`src/ocn_pkg.sv`:
```
// Package for the overload clip distortion block: register indexes, constants, shared types.
// No dependencies.
`timescale 1ns / 1ps
`default_nettype none
package ocn_pkg;
	localparam int unsigned SAMPLE_W = 24;
	localparam logic [31:0] GOLDEN = 32'h9E37_79B9;
	localparam logic [30:0] ONE30 = 31'h4000_0000;
	localparam logic [30:0] COS_A = 31'd1324675879;
	localparam logic [30:0] COS_B = 31'd272375560;
	localparam logic [30:0] COS_C = 31'd22401992;
	localparam logic [30:0] COS_D = 31'd987049;

	typedef enum logic [2:0] {
		REG_CLIP_LEVEL = 3'd0,
		REG_DEPTH      = 3'd1,
		REG_PHASE_INC  = 3'd2,
		REG_NOISE_EN   = 3'd3,
		REG_COSINE_EN  = 3'd4,
		REG_MODE_COUNT = 3'd5
	} reg_index_t;

	// classified request passed from the front part to the back part
	typedef struct packed {
		logic signed [SAMPLE_W-1:0] sample;
		logic                       pos;
		logic                       neg;
		logic                       bypass;
		logic                       noise_on;
		logic                       cos_on;
		logic [31:0]                noise;   // advanced noise state
		logic [31:0]                phase;   // advanced phase
	} job_t;

	typedef enum logic [3:0] {
		ST_IDLE,
		ST_NOISE_MUL,
		ST_COS_U,
		ST_COS_D,
		ST_COS_C,
		ST_COS_B,
		ST_COS_A,
		ST_COS_M,
		ST_DIV_SETUP,
		ST_RATIO_DIV,
		ST_SUM,
		ST_CNT_DIV,
		ST_DONE
	} back_state_t;
endpackage
`default_nettype wire

```
`src/ocn_front.sv`:
```
// Front part: accepts requests, compares against the clip level, advances per-channel
// noise and phase state, and pushes classified jobs into a two-entry queue. Uses ocn_pkg.
`timescale 1ns / 1ps
`default_nettype none
module ocn_front #(
	parameter int unsigned CHANNELS = 2,
	parameter int unsigned CH_W = 1
) (
	input  wire                             clk,
	input  wire                             arst_n,
	input  wire                             push,
	output logic                            full,
	input  wire  signed [ocn_pkg::SAMPLE_W-1:0] sample_in,
	input  wire  [0:0]                      channel,
	input  wire  [22:0]                     clip_level,
	input  wire  [31:0]                     phase_increment,
	input  wire                             noise_enable,
	input  wire                             cosine_enable,
	input  wire                             job_take,
	output logic                            job_valid,
	output ocn_pkg::job_t                   job
);
	import ocn_pkg::*;

	logic [31:0] noise_q [CHANNELS];
	logic [31:0] phase_q [CHANNELS];
	job_t        fifo_q [2];
	logic        rd_ptr_q, wr_ptr_q;
	logic [1:0]  count_q;
	logic [CH_W-1:0] ch;
	logic        accept;
	logic signed [SAMPLE_W:0] s_ext, clip_ext;
	logic        pos, neg;
	logic [31:0] x1, x2, x3, nxt_noise, nxt_phase;
	job_t        new_job;

	assign full      = count_q == 2'd2;
	assign accept    = push && !full;
	assign job_valid = count_q != 2'd0;
	assign job       = fifo_q[rd_ptr_q];

	// clamp channel into range
	always_comb begin
		if (CH_W'(channel) >= CH_W'(CHANNELS - 1) && CHANNELS > 1) begin
			ch = CH_W'(CHANNELS - 1);
		end else if (CHANNELS == 1) begin
			ch = '0;
		end else begin
			ch = CH_W'(channel);
		end
	end

	// classify and advance state
	always_comb begin
		s_ext     = {sample_in[SAMPLE_W-1], sample_in};
		clip_ext  = {2'b00, clip_level};
		pos       = s_ext >= clip_ext;
		neg       = !pos && (s_ext <= -clip_ext);
		x1        = noise_q[ch] ^ (noise_q[ch] << 13);
		x2        = x1 ^ (x1 >> 17);
		x3        = x2 ^ (x2 << 5);
		nxt_noise = (x3 == 32'd0) ? GOLDEN : x3;
		nxt_phase = phase_q[ch] + phase_increment;
		new_job.sample   = sample_in;
		new_job.pos      = pos;
		new_job.neg      = neg;
		new_job.bypass   = !noise_enable && !cosine_enable;
		new_job.noise_on = noise_enable;
		new_job.cos_on   = cosine_enable;
		new_job.noise    = nxt_noise;
		new_job.phase    = nxt_phase;
	end

	// per-channel state
	always_ff @(posedge clk or negedge arst_n) begin
		if (!arst_n) begin
			for (int k = 0; k < CHANNELS; k++) begin
				noise_q[k] <= GOLDEN * 32'(k + 3);
				phase_q[k] <= '0;
			end
		end else if (accept) begin
			if (noise_enable && (pos || neg)) begin
				noise_q[ch] <= nxt_noise;
			end
			if (cosine_enable) begin
				phase_q[ch] <= nxt_phase;
			end
		end
	end

	// job queue storage
	always_ff @(posedge clk) begin
		if (accept) begin
			fifo_q[wr_ptr_q] <= new_job;
		end
	end

	// queue pointers
	always_ff @(posedge clk or negedge arst_n) begin
		if (!arst_n) begin
			rd_ptr_q <= 1'b0;
			wr_ptr_q <= 1'b0;
			count_q  <= 2'd0;
		end else begin
			if (accept) begin
				wr_ptr_q <= !wr_ptr_q;
			end
			if (job_take) begin
				rd_ptr_q <= !rd_ptr_q;
			end
			count_q <= count_q + 2'(accept) - 2'(job_take);
		end
	end
endmodule
`default_nettype wire

```
`src/ocn_back.sv`:
```
// Back part: works one job at a time with a shared multiplier and two serial dividers,
// then holds the result in an output register. Uses ocn_pkg.
`timescale 1ns / 1ps
`default_nettype none
module ocn_back (
	input  wire                             clk,
	input  wire                             arst_n,
	input  wire                             job_valid,
	input  ocn_pkg::job_t                   job,
	output logic                            job_take,
	input  wire  [22:0]                     clip_level,
	input  wire  [16:0]                     depth,
	input  wire  [3:0]                      active_mode_count,
	output logic                            empty,
	input  wire                             pop,
	output logic signed [ocn_pkg::SAMPLE_W-1:0] sample_out,
	output logic                            clipped
);
	import ocn_pkg::*;

	back_state_t state_q, state_d;
	job_t        job_q;
	logic [16:0] dep;
	logic [30:0] u_q, q_q, x_q;
	logic [31:0] mul_a, mul_b;
	logic [63:0] prod;
	logic signed [26:0] acc_q;
	logic signed [24:0] fn_q, fc_q;
	logic [46:0] rem_q;
	logic [46:0] quo_q;
	logic [5:0]  cnt_q;
	logic [23:0] div_d_q;
	logic [23:0] mag;
	logic        neg_res_q;
	logic        out_full_q;
	logic [47:0] trial;
	logic [30:0] cv;
	logic [30:0] t30;
	logic signed [26:0] ratio_s, res_s;
	logic        clip_any;
	logic [3:0]  nmodes;

	assign dep      = (depth > 17'd65536) ? 17'd65536 : depth;
	assign clip_any = job_q.pos || job_q.neg;
	assign nmodes   = (active_mode_count == 4'd0) ? 4'd1 : active_mode_count;
	assign empty    = !out_full_q;
	assign job_take = (state_q == ST_IDLE) && job_valid;
	assign mag      = job_q.sample[SAMPLE_W-1] ? 24'(-job_q.sample) : 24'(job_q.sample);

	// shared multiplier operand select
	always_comb begin
		mul_a = '0;
		mul_b = '0;
		case (state_q)
			ST_NOISE_MUL: begin mul_a = {8'd0, job_q.noise[31:8]}; mul_b = 32'(dep); end
			ST_COS_U:     begin mul_a = 32'(x_q); mul_b = 32'(x_q); end
			ST_COS_D:     begin mul_a = 32'(COS_D); mul_b = 32'(u_q); end
			ST_COS_C, ST_COS_B, ST_COS_A: begin mul_a = 32'(q_q); mul_b = 32'(u_q); end
			ST_DIV_SETUP: begin mul_a = 32'(dep); mul_b = 32'(q_q); end
			default:      begin mul_a = '0; mul_b = '0; end
		endcase
	end
	assign prod  = mul_a * mul_b;
	assign t30   = 31'(prod >> 30);
	assign trial = {rem_q, 1'b0} - {24'd0, div_d_q};
	assign ratio_s = job_q.sample[SAMPLE_W-1] ? -$signed({3'd0, quo_q[23:0]})
	                 : $signed({3'd0, quo_q[23:0]});

	// cosine value for quadrant correction, from the clamped result of the A step held in q_q
	assign cv = q_q;

	// sum of the enabled mode results
	always_comb begin
		res_s = '0;
		if (job_q.noise_on) begin
			res_s = res_s + (clip_any ? (job_q.pos ? 27'(fn_q) : -27'(fn_q)) : ratio_s);
		end
		if (job_q.cos_on) begin
			res_s = res_s + (clip_any ? (job_q.pos ? 27'(fc_q) : -27'(fc_q)) : ratio_s);
		end
	end

	// next state
	always_comb begin
		state_d = state_q;
		case (state_q)
			ST_IDLE:      if (job_valid) state_d = ST_NOISE_MUL;
			ST_NOISE_MUL: state_d = ST_COS_U;
			ST_COS_U:     state_d = ST_COS_D;
			ST_COS_D:     state_d = ST_COS_C;
			ST_COS_C:     state_d = ST_COS_B;
			ST_COS_B:     state_d = ST_COS_A;
			ST_COS_A:     state_d = ST_COS_M;
			ST_COS_M:     state_d = ST_DIV_SETUP;
			ST_DIV_SETUP: state_d = (clip_any || job_q.bypass) ? ST_SUM : ST_RATIO_DIV;
			ST_RATIO_DIV: if (cnt_q == 6'd1) state_d = ST_SUM;
			ST_SUM:       state_d = ST_CNT_DIV;
			ST_CNT_DIV:   if (cnt_q == 6'd1) state_d = ST_DONE;
			ST_DONE:      if (!out_full_q) state_d = ST_IDLE;
			default:      state_d = ST_IDLE;
		endcase
	end

	always_ff @(posedge clk or negedge arst_n) begin
		if (!arst_n) begin
			state_q <= ST_IDLE;
		end else begin
			state_q <= state_d;
		end
	end

	// datapath steps
	always_ff @(posedge clk) begin
		case (state_q)
			ST_IDLE: begin
				job_q <= job;
				x_q   <= (job.phase[30] == 1'b0) ? {1'b0, job.phase[29:0]}
				         : ONE30 - {1'b0, job.phase[29:0]};
				acc_q <= '0;
			end
			ST_NOISE_MUL: fn_q <= 25'sd8388608 - $signed({1'b0, prod[40:17]});
			ST_COS_U:     u_q <= t30;
			ST_COS_D:     q_q <= COS_C - t30;
			ST_COS_C:     q_q <= COS_B - t30;
			ST_COS_B:     q_q <= COS_A - t30;
			ST_COS_A: begin
				q_q <= (t30 >= ONE30) ? 31'd0 : ONE30 - t30;
			end
			ST_COS_M: begin
				// form m here; it is multiplied by depth in the setup step
				if (job_q.phase[31] == job_q.phase[30]) begin
					q_q <= (ONE30 - cv) >> 1;
				end else begin
					q_q <= 31'(({1'b0, ONE30} + {1'b0, cv}) >> 1);
				end
				cnt_q <= 6'd1;
			end
			ST_DIV_SETUP: begin
				if (cnt_q == 6'd1) begin
					fc_q <= 25'sd8388608 - $signed({1'b0, prod[46:23]});
				end
				rem_q   <= {23'd0, mag};
				quo_q   <= '0;
				div_d_q <= {1'b0, clip_level};
				cnt_q   <= (clip_any || job_q.bypass) ? 6'd0 : 6'd23;
			end
			ST_RATIO_DIV: begin
				// restoring division of mag<<23 by clip level, one bit per cycle
				if (!trial[47]) begin
					rem_q <= trial[46:0];
					quo_q <= {quo_q[45:0], 1'b1};
				end else begin
					rem_q <= {rem_q[45:0], 1'b0};
					quo_q <= {quo_q[45:0], 1'b0};
				end
				cnt_q <= cnt_q - 6'd1;
			end
			ST_SUM: begin
				neg_res_q <= res_s[26];
				rem_q     <= '0;
				quo_q     <= {20'd0, (res_s[26] ? 27'(-res_s) : res_s)};
				div_d_q   <= 24'(nmodes);
				cnt_q     <= 6'd27;
			end
			ST_CNT_DIV: begin
				// restoring division of the sum magnitude by the mode count
				if ({rem_q[22:0], quo_q[26]} >= div_d_q) begin
					rem_q <= 47'({rem_q[22:0], quo_q[26]} - div_d_q);
					quo_q <= {20'd0, quo_q[25:0], 1'b1};
				end else begin
					rem_q <= 47'({rem_q[22:0], quo_q[26]});
					quo_q <= {20'd0, quo_q[25:0], 1'b0};
				end
				cnt_q <= cnt_q - 6'd1;
			end
			default: ;
		endcase
	end

	// result register
	always_ff @(posedge clk or negedge arst_n) begin
		if (!arst_n) begin
			out_full_q <= 1'b0;
		end else begin
			if (state_q == ST_DONE && !out_full_q) begin
				out_full_q <= 1'b1;
			end else if (pop && out_full_q) begin
				out_full_q <= 1'b0;
			end
		end
	end

	always_ff @(posedge clk) begin
		if (state_q == ST_DONE && !out_full_q) begin
			clipped <= clip_any;
			if (job_q.bypass) begin
				sample_out <= job_q.sample;
			end else if (!neg_res_q && quo_q[26:23] != 4'd0) begin
				sample_out <= 24'sh7F_FFFF;
			end else if (neg_res_q && quo_q[26:0] >= 27'd8388608) begin
				sample_out <= 24'sh80_0000;
			end else if (neg_res_q) begin
				sample_out <= 24'(-$signed(quo_q[26:0]));
			end else begin
				sample_out <= quo_q[23:0];
			end
		end
	end
endmodule
`default_nettype wire

```
`src/overload_clip_noise_cosine.sv`:
```
// Top level of the overload clip distortion block: config registers, front and back parts.
// Depends on ocn_pkg, ocn_front, ocn_back.
//
//  channel   handshake         payload
//  input     push / full       sample_in, channel
//  result    pop / empty       sample_out, clipped
//  config    cfg_valid/ready   cfg_index, cfg_data
//
// In the back part an item passes a take step, seven noise and cosine steps, a setup step,
// a 23-step ratio divider when unclipped (skipped when clipped or passed through), a sum
// step, a 27-step divider by the mode count and a hand-off.
// The hand-off stalls while the result register holds an unpopped result.
// The front queue holds two classified items; the result register holds one.
// Reset clears queues, state machine and per-channel state at once.
`timescale 1ns / 1ps
`default_nettype none
module overload_clip_noise_cosine #(
	parameter int unsigned CHANNELS = 2
) (
	input  wire                             clk,
	input  wire                             arst_n,
	input  wire                             push,
	output logic                            full,
	input  wire  signed [23:0]              sample_in,
	input  wire  [0:0]                      channel,
	output logic                            empty,
	input  wire                             pop,
	output logic signed [23:0]              sample_out,
	output logic                            clipped,
	input  wire                             cfg_valid,
	output logic                            cfg_ready,
	input  wire  [2:0]                      cfg_index,
	input  wire  [31:0]                     cfg_data
);
	import ocn_pkg::*;

	localparam int unsigned CH_W = (CHANNELS > 1) ? $clog2(CHANNELS) : 1;

	logic [22:0] clip_level_q;
	logic [16:0] depth_q;
	logic [31:0] phase_inc_q;
	logic        noise_en_q, cos_en_q;
	logic [3:0]  mode_count_q;
	logic        job_valid, job_take;
	job_t        job;

	assign cfg_ready = 1'b1;

	// register writes
	always_ff @(posedge clk or negedge arst_n) begin
		if (!arst_n) begin
			clip_level_q <= 23'd4194304;
			depth_q      <= 17'd32768;
			phase_inc_q  <= 32'd42852282;
			noise_en_q   <= 1'b1;
			cos_en_q     <= 1'b0;
			mode_count_q <= 4'd1;
		end else if (cfg_valid) begin
			case (cfg_index)
				REG_CLIP_LEVEL: clip_level_q <= cfg_data[22:0];
				REG_DEPTH:      depth_q      <= cfg_data[16:0];
				REG_PHASE_INC:  phase_inc_q  <= cfg_data;
				REG_NOISE_EN:   noise_en_q   <= cfg_data[0];
				REG_COSINE_EN:  cos_en_q     <= cfg_data[0];
				REG_MODE_COUNT: mode_count_q <= cfg_data[3:0];
				default: ;
			endcase
		end
	end

	ocn_front #(.CHANNELS(CHANNELS), .CH_W(CH_W)) u_front (
		.clk, .arst_n, .push, .full, .sample_in, .channel,
		.clip_level(clip_level_q), .phase_increment(phase_inc_q),
		.noise_enable(noise_en_q), .cosine_enable(cos_en_q),
		.job_take, .job_valid, .job
	);

	ocn_back u_back (
		.clk, .arst_n, .job_valid, .job, .job_take,
		.clip_level(clip_level_q), .depth(depth_q), .active_mode_count(mode_count_q),
		.empty, .pop, .sample_out, .clipped
	);

	// a job is never taken from an empty queue
	a_take_valid: assert property (@(posedge clk) disable iff (!arst_n)
		job_take |-> job_valid) else $error("job taken from empty queue");
	// full result register holds its value while not popped
	a_hold: assert property (@(posedge clk) disable iff (!arst_n)
		(!empty && !pop) |=> (!empty && $stable(sample_out))) else $error("result lost");
endmodule
`default_nettype wire
```
`config.mk`:
```
export PLATFORM = sky130hd
export DESIGN_NAME = overload_clip_noise_cosine
export DESIGN_NICKNAME = d
export VERILOG_FILES = /design/src/ocn_pkg.sv /design/src/ocn_front.sv /design/src/ocn_back.sv /design/src/overload_clip_noise_cosine.sv
export SDC_FILE = /design/constraint.sdc
export NUM_CORES = 2
export LEC_CHECK = 0
export BUFFER_PORTS_ARGS = -buffer_cell sky130_fd_sc_hd__buf_2
export CORE_MARGIN = 2
export CORE_UTILIZATION = 45
export CTS_BUF_LIST = sky130_fd_sc_hd__clkbuf_16
export DETAILED_ROUTE_END_ITERATION = 8
export PLACE_DENSITY = 0.64
export SLEW_MARGIN = 20
export SYNTH_ARGS = -nofsm -noshare
export SYNTH_HDL_FRONTEND = slang
export SYNTH_HIERARCHICAL = 1
export SYNTH_SLANG_ARGS = --single-unit
```
`constraint.sdc`:
```
create_clock -name clk -period 16.75 [get_ports clk]
set_input_delay 0 -clock clk [delete_from_list [all_inputs] [get_ports clk]]
set_output_delay 0 -clock clk [all_outputs]
set_load 0.1 [all_outputs]
```
Word-level counts from Yosys, hierarchy flattened

Memories as Yosys holds them, arrays and structs flattened.
Cells that the tools add are included.
Widths: inputs -> output; s select.

Bitwise gates (word level): 4
Multiplexer cells: 52
Reduce and logical (&&, ||, !) cells: 45
Multipliers: 1
Magnitude comparators: 9
Equal/unequal tests: 24
Add/sub/neg operators: 23

Operator list:

| cell                   | number |
|---|---|
| $pmux 31 s5            | 2 |
| $mux 32                | 8 |
| $mux 27                | 8 |
| $pmux 47 s4            | 1 |
| $bwmux 64              | 2 |
| $pmux 31 s4            | 1 |
| $mux 24                | 5 |
| $pmux 27 s4            | 1 |
| $mux 47                | 2 |
| $sub 31x31->31 const A | 3 |
| $xor 32x32->32         | 2 |
| $mux 31                | 2 |
| $mul 31x31->61         | 1 |
| $neg 25->27            | 2 |
| $pmux 4 s13            | 1 |
| $sub 24x24->25 const A | 2 |
| $ge 24x24->1           | 2 |
| $neg 24->24            | 2 |
| $pmux 24 s2            | 1 |
| $sub 48x24->48         | 1 |
| $add 31x31->32 const A | 1 |
| $add 32x32->32         | 1 |
| $demux 32 s1           | 1 |
| $logic_not 32->1       | 1 |
| 52 further kinds       | 105 |

Memories kept: 1
RAM bits: 186
Output and inout port bits: 28
Register bits: 581
Input bits: 65
Word-level logic and storage cells: 195

Memories:

| memory         | depth | width | rd ports | clocked after Yosys merged registers in | wr ports | line            | source |
|---|---|---|---|---|---|---|---|
| u_front.fifo_q | 2     | 93    | 1        | 0                                       | 1        | ocn_front.sv:27 | `job_t fifo_q [2];` |

Depth between registers and ports, before layout

Depth in word-level cells: 12
Depth in mapped cells: 50

Hierarchy

Netlist, hierarchy kept.

By module, submodules not included:

| module                     | area an instance (um2) | sequential area each (um2) | times used | cells each |
|---|---|---|---|---|
| ocn_back                   | 57645.3                | 9944.5                     | 1          | 6705 |
| ocn_front                  | 17282.8                | 8934.8                     | 1          | 1409 |
| overload_clip_noise_cosine | 3025.4                 | 1978.1                     | 1          | 172 |

Worst setup path after synthesis

Ideal clock, no wire load.

Path kind: flip-flop to flip-flop
Start: register u_back.state_q[2]
End: register u_back.q_q[28] (netlist: u_back/cv[28]), data pin
Setup slack: 4.552 ns
Data required time: 16.478 ns
Arrival time: 11.926 ns
Path buffers: 6
Stages on the path, launching flop included: 43
Clock period less this slack: 12.198 ns
Setup time: 0.272 ns
Path through: dfrtp_1 nor4b_2 buf_2 clkbuf_1 clkbuf_1 buf_1 a22o_1 clkbuf_1 nand2_1 fa_1 inv_1 fa_1 inv_1 fa_1 fa_1 inv_1 fa_1 fa_1 [... 7 more ...] o21ai_0 a21o_1 nor2b_1 a21oi_1 o21ai_1 xnor2_2 inv_1 ha_1 inv_1 a2111o_1 o211ai_2 a21oi_1 o31ai_1 a311oi_1 o21ai_1 o311ai_2 mux2i_1 or4_1

Longest elaborated chain between the ends: 7

Ends and longest elaborated chain:

| what                                                                       | line            | source |
|---|---|---|
| start, declared                                                            | ocn_back.sv:21  | `back_state_t state_q, state_d;` |
| start signal, assigned                                                     | ocn_back.sv:108 | `state_q <= state_d;` |
| $eq 4x2->1 / $eq 4x3->1 (equally long branches)                            | ocn_back.sv:54  | `case (state_q)` |
| $reduce_or 4->1 (no source line) / $reduce_or 3->1 (equally long branches) | n/a             |  |
| $pmux 31 s4 / $pmux 31 s5 (equally long branches)                          | ocn_back.sv:54  |  |
| $mul 31x31->61 (*)                                                         | ocn_back.sv:63  | `assign prod = mul_a * mul_b;` |
| net u_back.prod[36]                                                        | ocn_back.sv:26  | `logic [63:0] prod;` |
| $sub 31x31->31 / $ge 31x31->1 (equally long branches)                      | ocn_back.sv:127 | `q_q <= (t30 >= ONE30) ? 31'd0 : ONE30 - t30;` |
| $mux 31                                                                    | ocn_back.sv:127 |  |
| $pmux 31 s5 (*)                                                            | ocn_back.sv:114 | `case (state_q)` |
| end signal, assigned                                                       | ocn_back.sv:125 | `ST_COS_B: q_q <= COS_A - t30;` |
| end signal, assigned                                                       | ocn_back.sv:127 |  |
| end signal, assigned                                                       | ocn_back.sv:132 | `q_q <= (ONE30 - cv) >> 1;` |
| end, declared                                                              | ocn_back.sv:24  | `logic [30:0] u_q, q_q, x_q;` |

Mark *: on every way through the listed nets, which the timed path passes. The rest lies on a longest branch.
A chain may end at the register's enable or synchronous reset.

Worst setup path in the final report

Start: register u_back.state_q[3]
End: register u_back.q_q[2] (netlist: u_back/cv[2]), data pin

Longest elaborated chain between the ends: 7

Ends and longest elaborated chain:

| what                                                                       | line |
|---|---|
| $eq 4x2->1 / $eq 4x3->1 (equally long branches)                            | ocn_back.sv:54 |
| $reduce_or 4->1 (no source line) / $reduce_or 3->1 (equally long branches) | n/a |
| $pmux 31 s4 / $pmux 31 s5 (equally long branches)                          | ocn_back.sv:54 |
| $mul 31x31->61 (*)                                                         | ocn_back.sv:63 |
| net u_back.prod[40]                                                        | ocn_back.sv:26 |
| $ge 31x31->1 (*)                                                           | ocn_back.sv:127 |
| $mux 31 (*)                                                                | ocn_back.sv:127 |
| $pmux 31 s5 (*)                                                            | ocn_back.sv:114 |

Marks and branches as above.

==> impl_metrics.py <==
metrics = {
    "status": {
        "status": "finished, final reports clean",
    },
    "worst_hold_path": {
        "hold_class": "input pin to async pin",
    },
    "die": {
        "row_count": 152,
        "coreArea_mm2": 0.1712,
        "io_pins": 93,
        "dieHeight_um": 418.7,
        "die_area_mm2": 0.1753,
        "start_util": 0.4521,
        "die_w_um": 418.7,
    },
    "place": {
        "place_congestion": 1.029,
        "hpwl_um": 207500,
        "portBuffers": 91,
    },
    "sta": {
        "finalCritPeriodShare": 0.8765,
        "final_hold_viol_count": 0,
        "finalMaxSlewViolations": 0,
        "setup_viol": 0,
        "worstMarginPinSlew_ns": 1.286,
        "setup_total_negative_slack_ns": 0,
        "clock_skew_ns": 0.04726,
        "relSlewSlack": 0.1404,
        "max_freq_ghz": 0.06812,
        "holdWs_ns": 0.03221,
        "period_minus_slack_ns": 14.68,
        "rsz0062_at_grt": "no",
    },
    "detailed_routing": {
        "routed-via-count": 62870,
        "first_iter_violations": 6399,
        "drc": 0,
        "drt-wirelength-per-cell_um": 25.49,
        "ant_nets": 0,
        "drtPass1Iterations": 9,
        "routed_via_density": 5.980,
        "drt-total-wl_um": 268000,
    },
    "critical_path": {
        "worstPathArrival_ns": 15.16,
        "crit_type": "register to register",
        "cp-start-kind": "register",
        "r2r_start": "u_back/state_q[3]$_DFFE_PN0P_",
        "path_buf_inv": 9,
        "crit_family": "simple AND/OR/NAND/NOR gates",
        "slowest_stage": "o31ai_4",
        "max_stage_delay_ns": 0.91,
        "critPathCaptureType": "register",
        "r2r_setup_slack_ns": 2.07,
        "cp.required_ns": 17.23,
        "reg2reg_depth": 40,
        "crit_fanout": 81,
        "r2r-end": "u_back/cv[2]$_DFFE_PP_",
        "cp_common_cell": "fa_1",
    },
    "cts": {
        "cts-resized-gates": 0,
        "clock-sinks": 712,
        "cts.clk_slew.worst_paths_ns": 0.06,
        "cts_tree": "built",
        "clock_latency_ns": 0.70,
        "cts_root_buf": "clkbuf_16",
        "clock_path_buffers": 3,
        "numCtsBuffers": 80,
        "htree_levels": 3,
    },
    "synth": {
        "syn_nets": 9558,
        "postSynthAreaPerCell_um2": 9.366,
        "yosys_warnings": 6,
        "syn_inst": 8261,
        "synth_area_mm2": 0.07738,
    },
    "grt": {
        "grt_pass1_vias": 62440,
        "overflow": 0,
        "grt_util_all_layers": 0.3037,
        "grt_max_degree": 97,
        "antenna_found_initial": 10,
        "grt_pass1_wl_um": 398800,
    },
    "cells_and_area": {
        "finish.utilization": 0.4883,
        "nFillCells": 15990,
        "nets": 9508,
        "area_growth_pct": 8.017,
        "drive_gt1_frac": 0.1032,
    },
    "run": {
        "cap_violations": 0,
    },
}
## layer usage
| layer | vias up | share of wire | track usage |
|---|---|---|---|
| li1 | 27490 | - | - |
| met1 | 31810 | 0.41 | 0.4138 |
| met2 | 2969 | 0.45 | 0.4682 |
| met3 | 599 | 0.096 | 0.06777 |
| met4 | 10 | 0.047 | 0.1232 |
| met5 | - | 0.00022 | 0 |
## flip-flops by register name, summed over array words and instances, names as in the netlist, 2 cells and up
register           count
u_front/fifo_q       170
u_front/noise_q       64
u_front/phase_q       64
u_back/job_q          56
u_back/rem_q          47
phase_inc_q           32
u_back/cv             31
u_back/u_q            31
u_back/x_q            30
u_back/quo_q          27
u_back/fc_q           25
u_back/fn_q           25
u_back/sample_out     24
clip_level_q          23
u_back/div_d_q        23
depth_q               17
u_back/cnt_q           6
mode_count_q           4
u_back/state_q         4
u_front/count_q        2
## worst register-to-register path: cells and delay by family (launching register included)
kind	cells	cell delay, ns
mux	1	0.15
fa+ha+maj	9	4.46
buf+inv	9	1.73
flops	1	0.69
simple gates	17	5.36
compound gates	4	2.10
## metrics by stage
step / std cells / cell area, µm² / setup slack (ns)
2_1_floorplan: 8261 / 77380 / 4.552
3_3_place_gp: 10290 / 80080 / 2.640
3_5_place_dp: 10290 / 80080 / 2.383
4_1_cts: 10510 / 83560 / 2.432
5_1_grt: 10510 / 83570 / 1.477
6_report: 10510 / 83580 / 2.069
## how the worst max path moves through the flow
stage	start	endpoint	slack (ns)	depth (start not counted)
2_1_floorplan	u_back/state_q[2]$_DFFE_PN0P_	u_back/cv[28]$_DFFE_PP_	4.55	42
3_3_place_gp	u_back/state_q[3]$_DFFE_PN0P_	u_back/cv[2]$_DFFE_PP_	2.64	40
3_5_place_dp	u_back/state_q[3]$_DFFE_PN0P_	u_back/cv[19]$_DFFE_PP_	2.38	38
4_1_cts	u_back/state_q[3]$_DFFE_PN0P_	u_back/cv[19]$_DFFE_PP_	2.43	38
5_1_grt	u_back/state_q[3]$_DFFE_PN0P_	u_back/cv[2]$_DFFE_PP_	1.48	40
6_report	u_back/state_q[3]$_DFFE_PN0P_	u_back/cv[2]$_DFFE_PP_	2.07	40
## what timing repair did
item	4_1_cts	5_1_grt
hold buffers	67	0
setup buffers	0	0
endpoints found under the hold margin	238	0
## cell usage in the layout (no fill, tap or decap), types with 37 or more instances in the layout
| cell | count |
|---|---|
| nand2_1 | 1138 |
| inv_1 | 1086 |
| fa_1 | 839 |
| nor2_1 | 739 |
| edfxtp_1 | 497 |
| ha_1 | 393 |
| a21oi_1 | 307 |
| xnor2_1 | 299 |
| o21ai_0 | 288 |
| mux2_2 | 278 |
| xor2_1 | 164 |
| dfrtp_1 | 156 |
| buf_4 | 145 |
| nor3_1 | 104 |
| mux2i_1 | 104 |
| nand3_1 | 98 |
| buf_2 | 90 |
| clkbuf_16 | 82 |
| and2_1 | 81 |
| a21o_1 | 76 |
| dlygate4sd3_1 | 66 |
| nand4_1 | 63 |
| or3_1 | 62 |
| dfstp_2 | 58 |
| nor4_1 | 52 |
| nand2b_1 | 46 |
| o22ai_1 | 44 |
| and3_1 | 42 |
| nor2b_1 | 40 |
| o221ai_1 | 39 |
| o31ai_1 | 38 |
| a22oi_1 | 37 |
## cell type report
| class | count | area, µm² | area share |
|---|---|---|---|
| inverters | 1082 | 4074 | 0.04874 |
| repair buffers | 305 | 2276 | 0.02723 |
| multi-input cells | 6030 | 51260 | 0.6133 |
| diodes | 3 | 7.507 | 0.00008982 |
| clock inverters | 66 | 732.0 | 0.008758 |
| flip-flops and latches | 712 | 20380 | 0.2439 |
| clock buffers | 82 | 2052 | 0.02455 |
| well taps | 2233 | 2794 | 0.03343 |
Power is left out: the tool's default activity adds up to more than one toggle a clock period on the data nets, which glitch-free logic cannot reach.
